**src/hdl/lirfp_pkg.sv**
```systemverilog
package lirfp_pkg;

	// framing bytes
	localparam logic [7:0] BYTE_PIPE    = 8'd124;
	localparam logic [7:0] BYTE_NL      = 8'd10;
	localparam logic [7:0] BYTE_PLUS    = 8'd43;
	localparam logic [7:0] BYTE_MINUS   = 8'd45;
	localparam logic [7:0] BYTE_POINT   = 8'd46;
	localparam logic [7:0] BYTE_ZERO    = 8'd48;
	localparam logic [7:0] BYTE_NINE    = 8'd57;
	localparam logic [7:0] CHAR_N       = 8'd78;
	localparam logic [7:0] CHAR_R       = 8'd82;
	localparam logic [7:0] CHAR_O       = 8'd79;

	localparam logic [4:0] POS_MAX      = 5'd31;
	localparam logic [4:0] COL_MAX      = 5'd31;
	localparam logic [4:0] DATE_LEN     = 5'd10;

	// match strings, right-justified in a fixed word
	localparam int TEXT_W = 136;
	localparam int N_INSTR = 4;
	localparam int N_MODE = 3;

	localparam logic [TEXT_W-1:0] INSTR_TXT [N_INSTR] = '{
		"DELIVER IN PERSON", "TAKE BACK RETURN", "COLLECT COD", "NONE"
	};
	localparam logic [4:0] INSTR_LEN [N_INSTR] = '{5'd17, 5'd16, 5'd11, 5'd4};
	localparam logic [TEXT_W-1:0] MODE_TXT [N_MODE] = '{"MAIL", "AIR", "AIR REG"};
	localparam logic [4:0] MODE_LEN [N_MODE] = '{5'd4, 5'd3, 5'd7};

	typedef enum logic [2:0] {
		KIND_NONE  = 3'd0,
		KIND_INT   = 3'd1,
		KIND_DEC   = 3'd2,
		KIND_RFLAG = 3'd3,
		KIND_SFLAG = 3'd4,
		KIND_DATE  = 3'd5,
		KIND_INSTR = 3'd6,
		KIND_MODE  = 3'd7
	} kind_t;

	typedef struct packed {
		logic [4:0]  char_pos;
		logic [31:0] acc;
		logic        neg;
		logic        stopped;
		logic        started;
		logic        point;
		logic [1:0]  frac;
		logic [7:0]  first_char;
		logic [3:0]  instr_flags;
		logic [2:0]  mode_flags;
	} field_state_t;

	localparam field_state_t FIELD_CLEAR = '{
		char_pos:    5'd0,
		acc:         32'd0,
		neg:         1'b0,
		stopped:     1'b0,
		started:     1'b0,
		point:       1'b0,
		frac:        2'd0,
		first_char:  8'd0,
		instr_flags: 4'hF,
		mode_flags:  3'h7
	};

	function automatic kind_t col_kind(input logic [4:0] col);
		kind_t k;
		case (col)
			5'd0, 5'd1, 5'd2, 5'd4: k = KIND_INT;
			5'd5, 5'd6, 5'd7:       k = KIND_DEC;
			5'd8:                   k = KIND_RFLAG;
			5'd9:                   k = KIND_SFLAG;
			5'd10, 5'd11, 5'd12:    k = KIND_DATE;
			5'd13:                  k = KIND_INSTR;
			5'd14:                  k = KIND_MODE;
			default:                k = KIND_NONE;
		endcase
		return k;
	endfunction

	// byte b matches position p of a right-justified string of length len
	function automatic logic text_hit(input logic [TEXT_W-1:0] txt, input logic [4:0] len,
			input logic [4:0] p, input logic [7:0] b);
		logic [4:0] idx;
		logic       hit;
		idx = len - p - 5'd1;
		if (p >= len) begin
			hit = 1'b0;
		end else begin
			hit = (txt[{idx, 3'b000} +: 8] == b);
		end
		return hit;
	endfunction

	// decimal weight of each date position, separators weigh nothing
	function automatic logic [23:0] date_weight(input logic [4:0] p);
		logic [23:0] w;
		case (p)
			5'd0:    w = 24'd10000000;
			5'd1:    w = 24'd1000000;
			5'd2:    w = 24'd100000;
			5'd3:    w = 24'd10000;
			5'd5:    w = 24'd1000;
			5'd6:    w = 24'd100;
			5'd8:    w = 24'd10;
			5'd9:    w = 24'd1;
			default: w = 24'd0;
		endcase
		return w;
	endfunction

	// ascii zero times the weights of the first n positions
	function automatic logic [29:0] date_bias(input logic [3:0] n);
		logic [29:0] v;
		case (n)
			4'd0:    v = 30'd0;
			4'd1:    v = 30'd480000000;
			4'd2:    v = 30'd528000000;
			4'd3:    v = 30'd532800000;
			4'd4:    v = 30'd533280000;
			4'd5:    v = 30'd533280000;
			4'd6:    v = 30'd533328000;
			4'd7:    v = 30'd533332800;
			4'd8:    v = 30'd533332800;
			4'd9:    v = 30'd533333280;
			default: v = 30'd533333328;
		endcase
		return v;
	endfunction

endpackage

```
**src/hdl/lirfp_decode.sv**
```systemverilog
module lirfp_decode (
	input  lirfp_pkg::kind_t        kind,
	input  lirfp_pkg::field_state_t field,
	output logic signed [31:0]      value
);

	localparam logic signed [33:0] POS_LIM = 34'sd2147483647;
	localparam logic signed [33:0] NEG_LIM = -34'sd2147483648;
	localparam logic [38:0] SAT_MAG = 39'h0080000000;

	logic [38:0]        x10;
	logic [38:0]        x100;
	logic [38:0]        scaled;
	logic [31:0]        mag;
	logic [31:0]        num_val;
	logic [3:0]         date_n;
	logic signed [33:0] diff;
	logic [31:0]        date_val;
	logic [31:0]        instr_val;
	logic [31:0]        mode_val;
	logic [31:0]        result;

	// missing fraction digits scale up by ten each
	always_comb begin
		x10  = {4'b0, field.acc, 3'b0} + {6'b0, field.acc, 1'b0};
		x100 = {1'b0, field.acc, 6'b0} + {2'b0, field.acc, 5'b0} + {5'b0, field.acc, 2'b0};
		if (kind == lirfp_pkg::KIND_DEC) begin
			case (field.frac)
				2'd2:    scaled = {7'b0, field.acc};
				2'd1:    scaled = x10;
				default: scaled = x100;
			endcase
		end else begin
			scaled = {7'b0, field.acc};
		end
		mag = (scaled > SAT_MAG) ? SAT_MAG[31:0] : scaled[31:0];
		if (field.neg) begin
			num_val = ~mag + 32'd1;
		end else begin
			num_val = mag[31] ? 32'h7FFF_FFFF : mag;
		end
	end

	always_comb begin
		date_n = (field.char_pos < lirfp_pkg::DATE_LEN) ? field.char_pos[3:0]
			: lirfp_pkg::DATE_LEN[3:0];
		diff = $signed({2'b00, field.acc}) - $signed({4'b0000, lirfp_pkg::date_bias(date_n)});
		if (diff > POS_LIM) begin
			date_val = 32'h7FFF_FFFF;
		end else if (diff < NEG_LIM) begin
			date_val = 32'h8000_0000;
		end else begin
			date_val = diff[31:0];
		end
	end

	// lowest matching entry wins
	always_comb begin
		instr_val = 32'd0;
		for (int i = lirfp_pkg::N_INSTR - 1; i >= 0; i--) begin
			if (field.instr_flags[i] && field.char_pos == lirfp_pkg::INSTR_LEN[i]) begin
				instr_val = 32'(i + 1);
			end
		end
		mode_val = 32'd0;
		for (int i = lirfp_pkg::N_MODE - 1; i >= 0; i--) begin
			if (field.mode_flags[i] && field.char_pos == lirfp_pkg::MODE_LEN[i]) begin
				mode_val = 32'(i + 1);
			end
		end
	end

	always_comb begin
		case (kind)
			lirfp_pkg::KIND_INT, lirfp_pkg::KIND_DEC: result = num_val;
			lirfp_pkg::KIND_RFLAG: begin
				if (field.first_char == lirfp_pkg::CHAR_N) begin
					result = 32'd0;
				end else if (field.first_char == lirfp_pkg::CHAR_R) begin
					result = 32'd1;
				end else begin
					result = 32'd2;
				end
			end
			lirfp_pkg::KIND_SFLAG: result = (field.first_char == lirfp_pkg::CHAR_O) ? 32'd0 : 32'd1;
			lirfp_pkg::KIND_DATE:  result = date_val;
			lirfp_pkg::KIND_INSTR: result = instr_val;
			lirfp_pkg::KIND_MODE:  result = mode_val;
			default:               result = 32'd0;
		endcase
	end

	assign value = $signed(result);

endmodule

```
**src/hdl/lineitem_record_field_parser_core.sv**
```systemverilog
// a byte is held in the input register, then its result is written to the result register
// throughput: one byte per cycle, set by the field update between input and result register
// the input stage stalls only while a result waits in the output register and is not taken
// reset: arst_n clears column, line counter, field state and both valid flags at once
module lineitem_record_field_parser_core #(
	parameter logic [32:0] MAX_RECORDS = 33'd65536
) (
	input  logic               clk,
	input  logic               arst_n,
	input  logic               in_valid,
	output logic               in_ready,
	input  logic [7:0]         data_byte,
	output logic               out_valid,
	input  logic               out_ready,
	output logic [4:0]         column,
	output logic signed [31:0] value,
	output logic               field_kept,
	output logic [15:0]        record_index,
	output logic               record_end
);

	// input register
	logic       valid_s1;
	logic [7:0] byte_s1;

	// parser state
	lirfp_pkg::field_state_t field_q;
	lirfp_pkg::field_state_t field_d;
	lirfp_pkg::field_state_t num_d;
	logic [4:0]  col_q;
	logic [4:0]  col_d;
	logic [15:0] line_q;
	logic [15:0] line_d;

	// result register
	logic               out_valid_q;
	logic [4:0]         column_q;
	logic signed [31:0] value_q;
	logic               kept_q;
	logic [15:0]        record_q;
	logic               end_q;

	logic               advance;
	logic               step;
	logic               emit;
	logic               is_end;
	lirfp_pkg::kind_t   kind;
	logic signed [31:0] dec_value;
	logic [16:0]        line_inc;
	logic [15:0]        line_next;
	logic               digit;
	logic               blank;
	logic               sign;
	logic               dot;
	logic               is_dec;
	logic               go;
	logic [35:0]        push_sum;
	logic [31:0]        pushed;
	logic [31:0]        date_prod;

	// output side frees up when empty or being taken
	assign advance  = !out_valid_q || out_ready;
	assign in_ready = !valid_s1 || advance;
	assign step     = valid_s1 && advance;

	assign kind = lirfp_pkg::col_kind(col_q);

	// line counter wraps at the configured record count
	assign line_inc  = {1'b0, line_q} + 17'd1;
	assign line_next = ({16'b0, line_inc} >= MAX_RECORDS) ? 16'd0 : line_inc[15:0];

	// number field: leading blanks, sign, digits, one optional point for decimals
	always_comb begin
		digit  = (byte_s1 >= lirfp_pkg::BYTE_ZERO) && (byte_s1 <= lirfp_pkg::BYTE_NINE);
		blank  = byte_s1 inside {8'd9, 8'd11, 8'd12, 8'd13, 8'd32};
		sign   = (byte_s1 == lirfp_pkg::BYTE_PLUS) || (byte_s1 == lirfp_pkg::BYTE_MINUS);
		dot    = (byte_s1 == lirfp_pkg::BYTE_POINT);
		is_dec = (kind == lirfp_pkg::KIND_DEC);

		// times ten plus digit, saturating at the magnitude of the most negative value
		push_sum = {1'b0, field_q.acc, 3'b0} + {3'b0, field_q.acc, 1'b0}
			+ {28'b0, byte_s1 - lirfp_pkg::BYTE_ZERO};
		pushed = (push_sum > 36'h0_8000_0000) ? 32'h8000_0000 : push_sum[31:0];

		num_d = field_q;
		go    = 1'b0;
		if (!field_q.stopped) begin
			if (field_q.started) begin
				go = 1'b1;
			end else if (blank) begin
				go = 1'b0;
			end else if (sign) begin
				num_d.neg     = (byte_s1 == lirfp_pkg::BYTE_MINUS);
				num_d.started = 1'b1;
			end else if (!digit && !(is_dec && dot)) begin
				num_d.stopped = 1'b1;
			end else begin
				num_d.started = 1'b1;
				go            = 1'b1;
			end
		end
		if (go) begin
			if (digit) begin
				if (!is_dec || !field_q.point) begin
					num_d.acc = pushed;
				end else if (field_q.frac != 2'd2) begin
					// only two fraction digits count, the rest are dropped
					num_d.acc  = pushed;
					num_d.frac = field_q.frac + 2'd1;
				end
			end else if (is_dec && dot && !field_q.point) begin
				num_d.point = 1'b1;
			end else begin
				num_d.stopped = 1'b1;
			end
		end
	end

	assign date_prod = 32'(byte_s1) * 32'(lirfp_pkg::date_weight(field_q.char_pos));

	always_comb begin
		field_d = field_q;
		col_d   = col_q;
		line_d  = line_q;
		emit    = 1'b0;
		is_end  = 1'b0;
		if (byte_s1 == lirfp_pkg::BYTE_PIPE) begin
			// only decoded columns produce a result at a separator
			emit    = (kind != lirfp_pkg::KIND_NONE);
			col_d   = (col_q != lirfp_pkg::COL_MAX) ? col_q + 5'd1 : col_q;
			field_d = lirfp_pkg::FIELD_CLEAR;
		end else if (byte_s1 == lirfp_pkg::BYTE_NL) begin
			// end of record always gives a result
			emit    = 1'b1;
			is_end  = 1'b1;
			col_d   = 5'd0;
			line_d  = line_next;
			field_d = lirfp_pkg::FIELD_CLEAR;
		end else begin
			if (kind == lirfp_pkg::KIND_INT || kind == lirfp_pkg::KIND_DEC) begin
				field_d = num_d;
			end else if (kind == lirfp_pkg::KIND_DATE && field_q.char_pos < lirfp_pkg::DATE_LEN) begin
				field_d.acc = field_q.acc + date_prod;
			end
			if (field_q.char_pos == 5'd0) begin
				field_d.first_char = byte_s1;
			end
			// string matchers drop out at the first mismatch
			for (int i = 0; i < lirfp_pkg::N_INSTR; i++) begin
				if (!lirfp_pkg::text_hit(lirfp_pkg::INSTR_TXT[i], lirfp_pkg::INSTR_LEN[i],
						field_q.char_pos, byte_s1)) begin
					field_d.instr_flags[i] = 1'b0;
				end
			end
			for (int i = 0; i < lirfp_pkg::N_MODE; i++) begin
				if (!lirfp_pkg::text_hit(lirfp_pkg::MODE_TXT[i], lirfp_pkg::MODE_LEN[i],
						field_q.char_pos, byte_s1)) begin
					field_d.mode_flags[i] = 1'b0;
				end
			end
			field_d.char_pos = (field_q.char_pos != lirfp_pkg::POS_MAX)
				? field_q.char_pos + 5'd1 : field_q.char_pos;
		end
	end

	// value of the field being closed, from the state before this byte
	lirfp_decode u_decode (
		.kind  (kind),
		.field (field_q),
		.value (dec_value)
	);

	// input register, one byte deep
	always_ff @(posedge clk or negedge arst_n) begin
		if (!arst_n) begin
			valid_s1 <= 1'b0;
		end else if (in_ready) begin
			valid_s1 <= in_valid;
		end
	end

	always_ff @(posedge clk) begin
		if (in_valid && in_ready) begin
			byte_s1 <= data_byte;
		end
	end

	// parser state moves on with each byte that leaves the input register
	always_ff @(posedge clk or negedge arst_n) begin
		if (!arst_n) begin
			field_q <= lirfp_pkg::FIELD_CLEAR;
			col_q   <= 5'd0;
			line_q  <= 16'd0;
		end else if (step) begin
			field_q <= field_d;
			col_q   <= col_d;
			line_q  <= line_d;
		end
	end

	// result register
	always_ff @(posedge clk or negedge arst_n) begin
		if (!arst_n) begin
			out_valid_q <= 1'b0;
		end else if (advance) begin
			out_valid_q <= step && emit;
		end
	end

	always_ff @(posedge clk) begin
		if (step && emit) begin
			column_q <= col_q;
			value_q  <= dec_value;
			kept_q   <= (kind != lirfp_pkg::KIND_NONE);
			record_q <= line_q;
			end_q    <= is_end;
		end
	end

	assign out_valid    = out_valid_q;
	assign column       = column_q;
	assign value        = value_q;
	assign field_kept   = kept_q;
	assign record_index = record_q;
	assign record_end   = end_q;

	// columns that are not decoded carry a zero value
	a_unkept_zero: assert property (@(posedge clk) disable iff (!arst_n)
		out_valid && !field_kept |-> value == 32'sd0)
		else $error("unkept column with nonzero value");

	// the input side only stalls behind a waiting result
	a_stall_cause: assert property (@(posedge clk) disable iff (!arst_n)
		!in_ready |-> valid_s1 && out_valid_q && !out_ready)
		else $error("input stalled without a waiting result");

	// a separator or newline leaves a clean field
	a_field_clear: assert property (@(posedge clk) disable iff (!arst_n)
		step && (byte_s1 == lirfp_pkg::BYTE_PIPE || byte_s1 == lirfp_pkg::BYTE_NL)
		|=> field_q.char_pos == 5'd0 && field_q.acc == 32'd0 && field_q.instr_flags == 4'hF)
		else $error("field state not cleared at terminator");

	// newline always produces an end-of-record result and restarts the columns
	a_newline: assert property (@(posedge clk) disable iff (!arst_n)
		step && byte_s1 == lirfp_pkg::BYTE_NL |=> col_q == 5'd0 && out_valid_q && end_q)
		else $error("newline without end-of-record result");

	// only the decoded columns are flagged as kept
	a_kept_column: assert property (@(posedge clk) disable iff (!arst_n)
		out_valid && field_kept |-> column != 5'd3 && column < 5'd15)
		else $error("kept flag on an undecoded column");

endmodule

```
**config.mk**
```make
export PLATFORM = sky130hd
export DESIGN_NAME = lineitem_record_field_parser_core
export DESIGN_NICKNAME = d
export VERILOG_FILES = /design/src/hdl/lirfp_pkg.sv /design/src/hdl/lirfp_decode.sv /design/src/hdl/lineitem_record_field_parser_core.sv
export SDC_FILE = /design/constraint.sdc
export NUM_CORES = 1
export LEC_CHECK = 0
export BUFFER_PORTS_ARGS = -buffer_cell sky130_fd_sc_hd__buf_4
export CELL_PAD_IN_SITES_DETAIL_PLACEMENT = 0
export CELL_PAD_IN_SITES_GLOBAL_PLACEMENT = 2
export CORE_MARGIN = 2
export CORE_UTILIZATION = 40
export CTS_CLUSTER_DIAMETER = 40
export DETAILED_ROUTE_END_ITERATION = 7
export PLACE_DENSITY_LB_ADDON = 0.1
export SLEW_MARGIN = 5
export SYNTH_ARGS = -nofsm -noshare
export SYNTH_HDL_FRONTEND = slang
export SYNTH_HIERARCHICAL = 1
export SYNTH_SLANG_ARGS = --single-unit
```
**constraint.sdc**
```tcl
create_clock -name clk -period 13.95 [get_ports clk]
set_input_delay 1.395 -clock clk [delete_from_list [all_inputs] [get_ports clk]]
set_output_delay 1.395 -clock clk [all_outputs]
set_load 0.03 [all_outputs]
```
# ---- Yosys cells after proc, flatten, opt, wreduce, memory -nomap -nowiden
# Memory sizes are Yosys's and may differ from the RTL's.
# Index checks and enable logic that the tools add are counted.
dict set report totals {
  regBits 144
  latchBits 0
  mem_bits_rw 0
  rom_bits 784
  input_bits 12
  n_memories 3
}
dict set report classes {
  addsub 25
  mul 1
  div_mod_pow 0
  order_cmp 14
  n_eq_ne 54
  n_shift 7
  muxes 88
  bitwise 2
  reduce_logical 57
}
# memory words width read_ports rd_ports_with_merged_regs wr line
set mem_list {}
lappend mem_list {{(name not given)} 16 25 1 0 0 lirfp_pkg.sv:117} ;# case (n)
lappend mem_list {{(name not given)} 16 21 1 0 0 lirfp_pkg.sv:100} ;# case (p)
lappend mem_list {{(name not given)} 16 3 1 0 0 lirfp_pkg.sv:70} ;# case (col)
# cell n
set op_table {}
lappend op_table {{variable part select 136 x 9 -> 8 bit, first input constant} 7}
lappend op_table {{2-to-1 mux 32 bit} 12}
lappend op_table {{case mux 32 bit (6 select lines)} 1}
lappend op_table {{2-to-1 mux 58 bit} 2}
lappend op_table {{case mux 39 bit (2 select lines)} 1}
lappend op_table {{adder 35 x 33 -> 36 bit} 2}
lappend op_table {{== test 8 bit} 7}
lappend op_table {{2-to-1 mux 1 bit} 45}
lappend op_table {{== test 8 x 4 -> 1 bit, second input constant} 5}
lappend op_table {{adder 38 x 37 -> 39 bit} 1}
lappend op_table {{adder 39 x 34 -> 39 bit} 1}
lappend op_table {{> comparator 39 x 32 -> 1 bit, second input constant} 1}
lappend op_table {{2-to-1 mux 39 bit} 1}
lappend op_table {{adder 36 x 8 -> 36 bit} 1}
lappend op_table {{> comparator 36 x 32 -> 1 bit, second input constant} 1}
lappend op_table {{> comparator 34 x 32 -> 1 bit, second input constant} 1}
lappend op_table {{less-than comparator 34 x 32 -> 1 bit, second input constant} 1}
lappend op_table {{subtractor 32 x 30 -> 33 bit} 1}
lappend op_table {{adder 32 x 1 -> 32 bit, second input constant} 1}
lappend op_table {{adder 32 bit} 1}
lappend op_table {{== test 8 x 6 -> 1 bit, second input constant} 4}
lappend op_table {{== test 8 x 7 -> 1 bit, second input constant} 4}
lappend op_table {{multiplier 8 x 24 -> 32 bit} 1}
lappend op_table {{inverter 32 bit} 1}
lappend op_table {{55 further kinds} 145}

# ---- Depth between registers and ports, before layout
# Gate-level depths: netlist (run 1).
# An unclocked memory read counts as a cell.
dict set report depth {
  word_depth 18
  mapped_depth 30
  depth_no_buf 24
}

# ---- Cells and area by module
# The synthesis (run 1) kept the hierarchy.
# module instances cells_per_inst area_each_um2 seq_area_each_um2
set by_module_without_submodules {}
lappend by_module_without_submodules {lineitem_record_field_parser_core 1 1949 17136.4 3927.5}
lappend by_module_without_submodules {lirfp_decode 1 1366 9286.4 0.0}

# ---- Least setup slack after synthesis (run 1)
# OpenSTA, ideal clock, no wires.
dict set report synth_timing {
  path_kind {reg-to-reg}
  start {reg field_q[53] in the netlist's numbering}
  end {reg field_q[45] in the netlist's numbering}
  setup_ns 0.124
  t_arrival_ns 6.506
  path_slack_ns 7.320
  path_stages_with_launch 25
  synth_period_minus_slack_ns 6.630
  path_cell_list {dfrtp_1 > clkbuf_1 > inv_1 > ha_1 > ha_1 > and3_1 > clkbuf_1 > a31o_2 > and2_1 > fa_1 > fa_1 > fa_1 > inv_1 > fa_1 > inv_1 > ha_1 > and4_1 > nor2b_1 > a22o_1 > a211o_1 > and3_1 > or3_1 > a32o_1 > a31oi_1 > a21oi_2}
}
dict set report synth_between {
  elab_chain_cells 8
  elab_cells_between_ends 12
  classes_between {1 x add/sub; 1 x mul; 1 x order compare; 5 x mux; 3 x reduce/logical; 1 x memory}
}
# element line
set synth_lines {}
lappend synth_lines {{start: declaration} lineitem_record_field_parser_core.sv:27} ;# lirfp_pkg::field_state_t field_q;
lappend synth_lines {{start signal: assignment} lineitem_record_field_parser_core.sv:191} ;# field_q <= lirfp_pkg::FIELD_CLEAR;
lappend synth_lines {{start signal: assignment} lineitem_record_field_parser_core.sv:195} ;# field_q <= field_d;
lappend synth_lines {{memory read (16 x 21 bit)} -}
lappend synth_lines {{2-to-1 mux 24 bit} lirfp_pkg.sv:100}
lappend synth_lines {{multiplier 8 x 24 -> 32 bit} lineitem_record_field_parser_core.sv:119} ;# assign date_prod = 32'(byte_s1) * 32'(lirfp_pkg::date_weight(field_q.char_pos));
lappend synth_lines {{adder 32 bit} lineitem_record_field_parser_core.sv:143} ;# field_d.acc = field_q.acc + date_prod;
lappend synth_lines {{2-to-1 mux 32 bit} lineitem_record_field_parser_core.sv:142} ;# end else if (kind == lirfp_pkg::KIND_DATE && field_q.char_pos < lirfp_pkg::DATE_LEN) begin
lappend synth_lines {{2-to-1 mux 32 bit} lineitem_record_field_parser_core.sv:140} ;# if (kind == lirfp_pkg::KIND_INT || kind == lirfp_pkg::KIND_DEC) begin
lappend synth_lines {{2-to-1 mux 58 bit} lineitem_record_field_parser_core.sv:132} ;# end else if (byte_s1 == lirfp_pkg::BYTE_NL) begin
lappend synth_lines {{2-to-1 mux 58 bit} lineitem_record_field_parser_core.sv:127} ;# if (byte_s1 == lirfp_pkg::BYTE_PIPE) begin
# Several ways; a longest one is shown, not always the timed one. The select of a mux whose other input is x is not followed.
# A chain may end at the register's enable or synchronous reset.

# ---- Final worst setup path (run 1)
dict set report layout_timing {
  start {reg field_q[22] in the netlist's numbering}
  end {reg value_q[16] (netlist: value[16]) (data pin)}
}
dict set report layout_between {
  elab_chain_cells 10
  elab_cells_between_ends 17
  classes_between {5 x add/sub; 3 x order compare; 8 x mux; 1 x bitwise}
}
# element line
set layout_lines {}
lappend layout_lines {{adder 38 x 37 -> 39 bit} lirfp_decode.sv:26} ;# x100 = {1'b0, field.acc, 6'b0} + {2'b0, field.acc, 5'b0} + {5'b0, field.acc, 2'b0};
lappend layout_lines {{adder 39 x 34 -> 39 bit} lirfp_decode.sv:26}
lappend layout_lines {{case mux 39 bit (2 select lines)} lirfp_decode.sv:28} ;# case (field.frac)
lappend layout_lines {{2-to-1 mux 39 bit} lirfp_decode.sv:27} ;# if (kind == lirfp_pkg::KIND_DEC) begin
lappend layout_lines {{> comparator 39 x 32 -> 1 bit} lirfp_decode.sv:36} ;# mag = (scaled > SAT_MAG) ? SAT_MAG[31:0] : scaled[31:0];
lappend layout_lines {{2-to-1 mux 32 bit} lirfp_decode.sv:36}
lappend layout_lines {{inverter 32 bit} lirfp_decode.sv:38} ;# num_val = ~mag + 32'd1;
lappend layout_lines {{adder 32 x 1 -> 32 bit} lirfp_decode.sv:38}
lappend layout_lines {{2-to-1 mux 32 bit} lirfp_decode.sv:37} ;# if (field.neg) begin
lappend layout_lines {{case mux 32 bit (6 select lines) *} lirfp_decode.sv:74} ;# case (kind)
lappend layout_lines {{named net dec_value[16]} lineitem_record_field_parser_core.sv:48} ;# logic signed [31:0] dec_value;
lappend layout_lines {{end signal: assignment} lineitem_record_field_parser_core.sv:213} ;# value_q <= dec_value;
lappend layout_lines {{end: declaration} lineitem_record_field_parser_core.sv:38} ;# logic signed [31:0] value_q;
# The timed path passes the listed nets; every way through them passes the cells marked *.

==> results.tsv, run 1 <==
metric	value	unit
top-area cell type share of the netlist area	13.3	%
Adder-Cell Fraction of Synth Area	25.5	%
Post-CTS Setup Inserts	0	
Post-Route WL	97700	µm
Comb pwr share	83.9	%
Hold Crit Start	field_q[1]	
multiplexer share of the synthesized area	1.78	%
final setup fails	0	
Seq/Total Area, Yosys	14.9	%
post-layout power	6.91	mW
Gate Count Post-Synth	3315	
top cell type by total area after synthesis	fa_1	
Final Hold Fails	0	
pre-CTS setup slack	6.04	ns
Post-Synth Simple-Gate Area	21.1	%
pin count of the biggest net entering global routing	59	
Yosys cell types	113	
TritonRoute pass-1 iters	6	
Layout Nets	3743	
reg2reg setup slack	5.97	ns
R2R Path End	value[16]	
dominant synthesized flop cell	dfrtp_1	
Die W	261	µm
Max Transition Viols Final	0	
Ports	69	
Power Dens Cells	243	nW/µm²
Switching Share	58.9	%
GRT overflow	0	
share of power burned in the clock network	7.0	%
syn nets	3760	
dpl cells	4143	
Cell Count, Final, Fillers Out	4175	
Max-Cap Viols	0	
Crit Path Class	flop to flop	
Longest Clk Path Bufs	2	
Post-Synth XOR/XNOR Area	4.64	%
hold_buf cts	0	
Net Sw Power	4.07	mW
crit path DAT	8.20	ns
f_max	125	MHz
most frequent cell after synthesis	inv_1	
first-pass GRT wire length	149000	µm
RSZ-0062 raised after global routing	no	
vias in the first global route	24748	
Setup crit end	value[16]	
ys async rst share	56.3	%
GP Congestion	0.908	
synth warn	6	
CTS resizes	0	
P_int	2.84	mW
initial DRC count	1883	
crit path launch type	flop	
Antenna diodes	0	
All-Layer GR Usage	28.4	%
DRC	0	
worst vdd ir	240	µV
Clock Skew	0.0117	ns
via count	25484	
average size of a mapped cell	7.97	µm²
FP Rows	94	
DR WL/cell	23.4	µm
Hold Path Class	flop to flop	
crit-path max FO	17	
die height	261	µm
largest family of logic cells by synthesized area	adder cells	
status	complete, no violations	
core area	65600	µm²
Sink Count	144	
Mapped Area	26400	µm²
Final Cycle Share	57.2	%
CTS root buffer	clkbuf_16	
Synth area leaders	fa_1 (13%), ha_1 (12%), edfxtp_1 (7.2%), dfrtp_1 (7.0%), inv_1 (4.7%)	
hpwl dp	76000	µm
reg2reg start	field_q[22]	
Layout area overhead	7.67	%
post-synthesis compound-gate area fraction	24.8	%
P_leak	13.0	nW
H-tree depth	4	
#FFs+latches synth	144	
Post-synth EDFFs	63	
clock-pin slew on the worst setup and hold paths	0.07	ns
share of layout cells above drive strength 1	7.97	%
Final min period	7.98	ns
worst relative slew slack	17.9	%
worst skew pair latency	0.48	ns
CTS tree	built	
Starting Density	40.3	%
final worst slack	5.97	ns
CTS Buf Count	17	
fin area	28400	µm²
Port Buf Inserts	68	
vias per inst	6.10	
R2R depth	23	
DIE AREA	68100	µm²
Worst Tran Pin Value	1.22	ns
setup TNS	0	ns
critical path endpoint category	flop	
dpl cell area	27800	µm²
crit path from	field_q[22]	
Req. time, crit path	14.17	ns
Routed Antenna Nets	0	
Seq pwr share	9.2	%
initial antenna violation count	0	
most frequent cells after synthesis	inv_1 (328), nand2_1 (286), ha_1 (257)	
-- placed cells by master, fill, tap and decap left out, types with 15 or more instances in the layout --
| master | synthesis | final |
|---|---|---|
| o21bai_1 | 18 | 18 |
| edfxtp_1 | 63 | 63 |
| buf_4 | 1 | 123 |
| nand4_1 | 58 | 58 |
| o211ai_1 | 33 | 33 |
| nand2b_1 | 32 | 32 |
| a21o_1 | 53 | 53 |
| o31ai_1 | 22 | 22 |
| xnor2_1 | 83 | 82 |
| nor2b_1 | 41 | 41 |
| fa_1 | 176 | 176 |
| mux2i_1 | 30 | 30 |
| o21ai_0 | 205 | 205 |
| or2_2 | 19 | 19 |
| ha_1 | 257 | 257 |
| a21oi_2 | 21 | 21 |
| and3_1 | 48 | 48 |
| nor2_1 | 209 | 209 |
| a211oi_1 | 41 | 41 |
| or3_1 | 37 | 37 |
| a41oi_1 | 17 | 17 |
| inv_1 | 328 | 328 |
| nor3b_1 | 16 | 16 |
| clkbuf_16 | 0 | 17 |
| a31oi_1 | 78 | 77 |
| a21oi_1 | 219 | 219 |
| and2_1 | 74 | 74 |
| nand2_1 | 286 | 286 |
| o21a_1 | 32 | 32 |
| nor4_1 | 26 | 26 |
| nand3_1 | 91 | 91 |
| nor3_1 | 82 | 82 |
| a211o_1 | 21 | 21 |
| o21ai_1 | 21 | 20 |
| dfrtp_1 | 74 | 73 |
| xor2_1 | 57 | 57 |
| a22oi_1 | 15 | 15 |
-- metrics by stage --
| step | utilization [%] | hold WS (ns) |
|---|---|---|
| 2_1_floorplan | - | 0.420 |
| 3_3_place_gp | 42.4 | 0.466 |
| 3_5_place_dp | 42.4 | 0.470 |
| 4_1_cts | 43.4 | 0.481 |
| 5_1_grt | 43.4 | 0.503 |
| 6_report | 43.4 | 0.478 |
-- critical path, stage by stage, from the launching register on --
cell       delay (ns)
dfrtp_1          0.76
inv_1            0.27
fa_1             0.57
inv_1            0.04
ha_1             0.25
fa_1             0.42
a21o_1           0.21
a221oi_2         0.45
xor2_1           0.22
o21ai_0          0.11
a31oi_1          0.50
nand4_1          0.29
nor3_2           0.49
nand4bb_1        0.41
o41ai_4          0.39
buf_4            0.28
and2_1           0.32
nand2_1          0.09
ha_1             0.34
nand4_1          0.22
nor3_1           0.12
a21boi_0         0.25
a311oi_1         0.18
or4b_1           0.50
-- flip-flops by register name (all words and copies together), names as in the netlist --
name and cells:
field_q 58, value 32, line_q 16, record_index 16, byte_s1 8, col_q 5, column 5, field_kept 1
out_valid 1, record_end 1, valid_s1 1
-- area by class of cell --
type | instances | area (µm²)
inverters | 332 | 1250
repair buffers | 123 | 923
flip-flops and latches | 144 | 3930
well taps | 864 | 1080
clock buffers | 17 | 425
clock inverters | 15 | 183
fillers | 6711 | 37200
multi-input cells | 2680 | 20700
-- cell families after synthesis --
family / count (synthesis)
xor gates and xnor gates: 140
adders and majority gates: 434
AOI/OAI and AO/OA: 975
buffers and inverters: 491
and+or+nand+nor: 1089
DFF: 144
muxes: 42
-- power groups by stage --
stage | Combinational [mW] | Clock [mW] | Sequential [mW]
after floorplan | 4.21 | 0 | 0.612
after global placement | 5.71 | 0 | 0.643
after detailed placement | 5.75 | 0 | 0.644
after CTS | 5.78 | 0.491 | 0.635
after global routing | 6.46 | 0.504 | 0.643
final | 5.79 | 0.480 | 0.633
-- how the worst min path moves through the flow --
stage | endpoint | slack (ns) | depth (start not counted)
2_1_floorplan | column[2] | 0.42 | 0
3_3_place_gp | field_q[1] | 0.47 | 2
3_5_place_dp | field_q[1] | 0.47 | 2
4_1_cts | field_q[1] | 0.48 | 2
5_1_grt | record_index[9] | 0.50 | 0
6_report | field_q[1] | 0.48 | 2
-- routing by layer --
metal / vias up / global-route usage [%] / share of wire [%]
met5: - / 0 / 0
met4: 0 / 8.49 / 2.7
met3: 124 / 2.78 / 4.5
met2: 775 / 48.3 / 48
met1: 12638 / 38.2 / 44
li1: 11947 / - / -
Power figures use the tool's default switching activity.
==> run 2, diff against run 1 <==
==> constraint.sdc (replaced) <==
create_clock -name clk -period 7.99 [get_ports clk]
set_input_delay 0.799 -clock clk [delete_from_list [all_inputs] [get_ports clk]]
set_output_delay 0.799 -clock clk [all_outputs]
set_load 0.03 [all_outputs]
==> run 2 against run 1 <==
Cell count up 0.46%. First-iteration DRC count is 27% higher. Clock skew rose by 0.0052 ns. Non-clock buffer count increased by 19. Final area increased by 0.51%. Utilization grew 0.22 points. Register-to-register slack lost 5.3 ns. Total power up 76%. Clock-buffer cell count is the same. Combinational power is 76% higher. Critical endpoint is now field_q[51].
==> results.tsv, run 2 (same netlist as run 1, synthesis figures left out) <==
metric	value	unit
Largest Register	field_q	
initial DRC count	2387	
Longest Clk Path Bufs	2	
Starting Density	40.3	%
worst vdd ir	328	µV
Max Transition Viols Final	0	
vias per inst	6.11	
most frequent cells in the layout	inv_1 (328), nand2_1 (286), ha_1 (257)	
met3 usage	3.48	%
GP Congestion	0.954	
All-Layer GR Usage	28.8	%
Hold Path Class	input port to async pin	
vias in the first global route	25038	
hold_buf cts	0	
Post-Route WL	98800	µm
Antenna diodes	0	
Final min period	7.35	ns
Layout Nets	3762	
CTS Buf Count	17	
Final Hold Fails	0	
reg2reg start	field_q[53]	
share of layout cells above drive strength 1	8.50	%
Power Dens Cells	425	nW/µm²
Port Buf Inserts	68	
Post-CTS Setup Inserts	0	
Max-Cap Viols	0	
post-layout power	12.2	mW
Sink Count	144	
R2R Path End	field_q[51]	
CP peak stage delay	0.53	ns
Clock Skew	0.0169	ns
critical path endpoint category	flop	
worst relative slew slack	31.9	%
worst skew pair latency	0.46	ns
crit path DAT	7.71	ns
Req. time, crit path	8.35	ns
crit path launch type	flop	
GR Util met1	38.4	%
FP Rows	94	
reg2reg setup slack	0.64	ns
crit-path max FO	10	
GRT busiest layer	met2	
Crit path max-delay family	adder cells	
first-pass GRT wire length	151000	µm
Worst Path Buf+Inv	5	
Worst Tran Pin Value	1.02	ns
TritonRoute pass-1 iters	6	
pin count of the biggest net entering global routing	56	
f_max	136	MHz
clock-pin slew on the worst setup and hold paths	0.08	ns
P_leak	13.1	nW
H-tree depth	4	
final setup fails	0	
initial antenna violation count	3	
Layout area overhead	8.22	%
status	complete, no violations	
GRT overflow	0	
Die W	261	µm
DR WL/cell	23.6	µm
max FFs per register	58	
RSZ-0062 raised after global routing	no	
core area	65600	µm²
crit-path cells	inv_1 -> ha_1 -> ha_1 -> and3_1 -> a31oi_1 -> nor2_1 -> fa_1 -> inv_1 -> fa_1 -> inv_1 -> fa_1 -> inv_1 -> fa_1 -> inv_1 -> ha_1 -> nand3_1 -> o211ai_1 -> a22o_1 -> a2111o_1 -> nand4_1 -> and2_1 -> o2111ai_1 -> nor3_1 -> a211oi_1	
Crit Path Class	flop to flop	
Ports	69	
Final Cycle Share	92.0	%
final worst slack	0.636	ns
setup TNS	0	ns
most common cell after layout, fill and taps aside	inv_1	
M2 GR Usage	48.1	%
die height	261	µm
CTS resizes	0	
DRC	0	
CP max-delay cell	o211ai_1	
via count	25631	
hpwl dp	78700	µm
Top cell by count, worst path	inv_1	
CTS root buffer	clkbuf_16	
CTS tree	built	
R2R depth	24	
final core utilization	43.6	%
Routed Antenna Nets	0	
pre-CTS setup slack	0.714	ns
DIE AREA	68100	µm²
run 2: cell types whose count changed in the layout (fill, tap and decap cells not counted), sizes merged:
cell | before | now
clkinvlp | 1 | 2
bufinv | 0 | 1
buf | 123 | 142
clkinv | 9 | 6
inv | 337 | 338
run 2: worst max path at each step:
stage / start / slack, ns / end / cells past startpoint
2_1_floorplan: field_q[53] / 1.36 / field_q[45] / 24
3_3_place_gp: field_q[53] / 0.81 / field_q[51] / 22
3_5_place_dp: field_q[53] / 0.71 / field_q[51] / 24
4_1_cts: field_q[53] / 0.67 / field_q[51] / 22
5_1_grt: field_q[54] / 0.22 / field_q[51] / 22
6_report: field_q[53] / 0.64 / field_q[51] / 24
run 2: per-layer routing:
| layer | vias to the layer above | share of wire, % |
|---|---|---|
| li1 | 11999 | - |
| met1 | 12602 | 43 |
| met2 | 873 | 47 |
| met3 | 155 | 5.5 |
| met4 | 2 | 3.7 |
| met5 | - | 0.013 |
run 2: cell type report:
type | instances | area (µm²)
Fill cell | 6698 | 37000
Multi-Input combinational cell | 2680 | 20700
Tap cell | 864 | 1080
Sequential cell | 144 | 3930
Clock inverter | 15 | 185
Clock buffer | 17 | 425
Timing Repair Buffer | 142 | 1070
Inverter | 332 | 1250
run 2: per-stage QoR:
step / instance area [µm²] / std cells / hold WS, ns
after CTS: 28600 / 4194 / 0.243
final: 28600 / 4194 / 0.248
after detailed placement: 28000 / 4162 / 0.480
after floorplan: 26400 / 3315 / 0.420
after global routing: 28600 / 4194 / 0.269
after global placement: 28000 / 4162 / 0.469
run 2: power by group:
part	internal [mW]	switching (mW)	total [mW]	leakage (nW)
logic	3.71	6.49	10.2	11.1
registers	0.865	0.240	1.11	1.63
clock network	0.450	0.399	0.849	0.293
run 2: worst reg2reg max path: stages, from the launching register on:
cell and delay, ns:
dfrtp_1 0.50, inv_1 0.22, ha_1 0.41, ha_1 0.37, and3_1 0.38, a31oi_1 0.33, nor2_1 0.10, fa_1 0.52
inv_1 0.05, fa_1 0.47, inv_1 0.06, fa_1 0.52, inv_1 0.05, fa_1 0.52, inv_1 0.04, ha_1 0.36
nand3_1 0.12, o211ai_1 0.53, a22o_1 0.31, a2111o_1 0.19, nand4_1 0.19, and2_1 0.20, o2111ai_1 0.44, nor3_1 0.10
a211oi_1 0.26
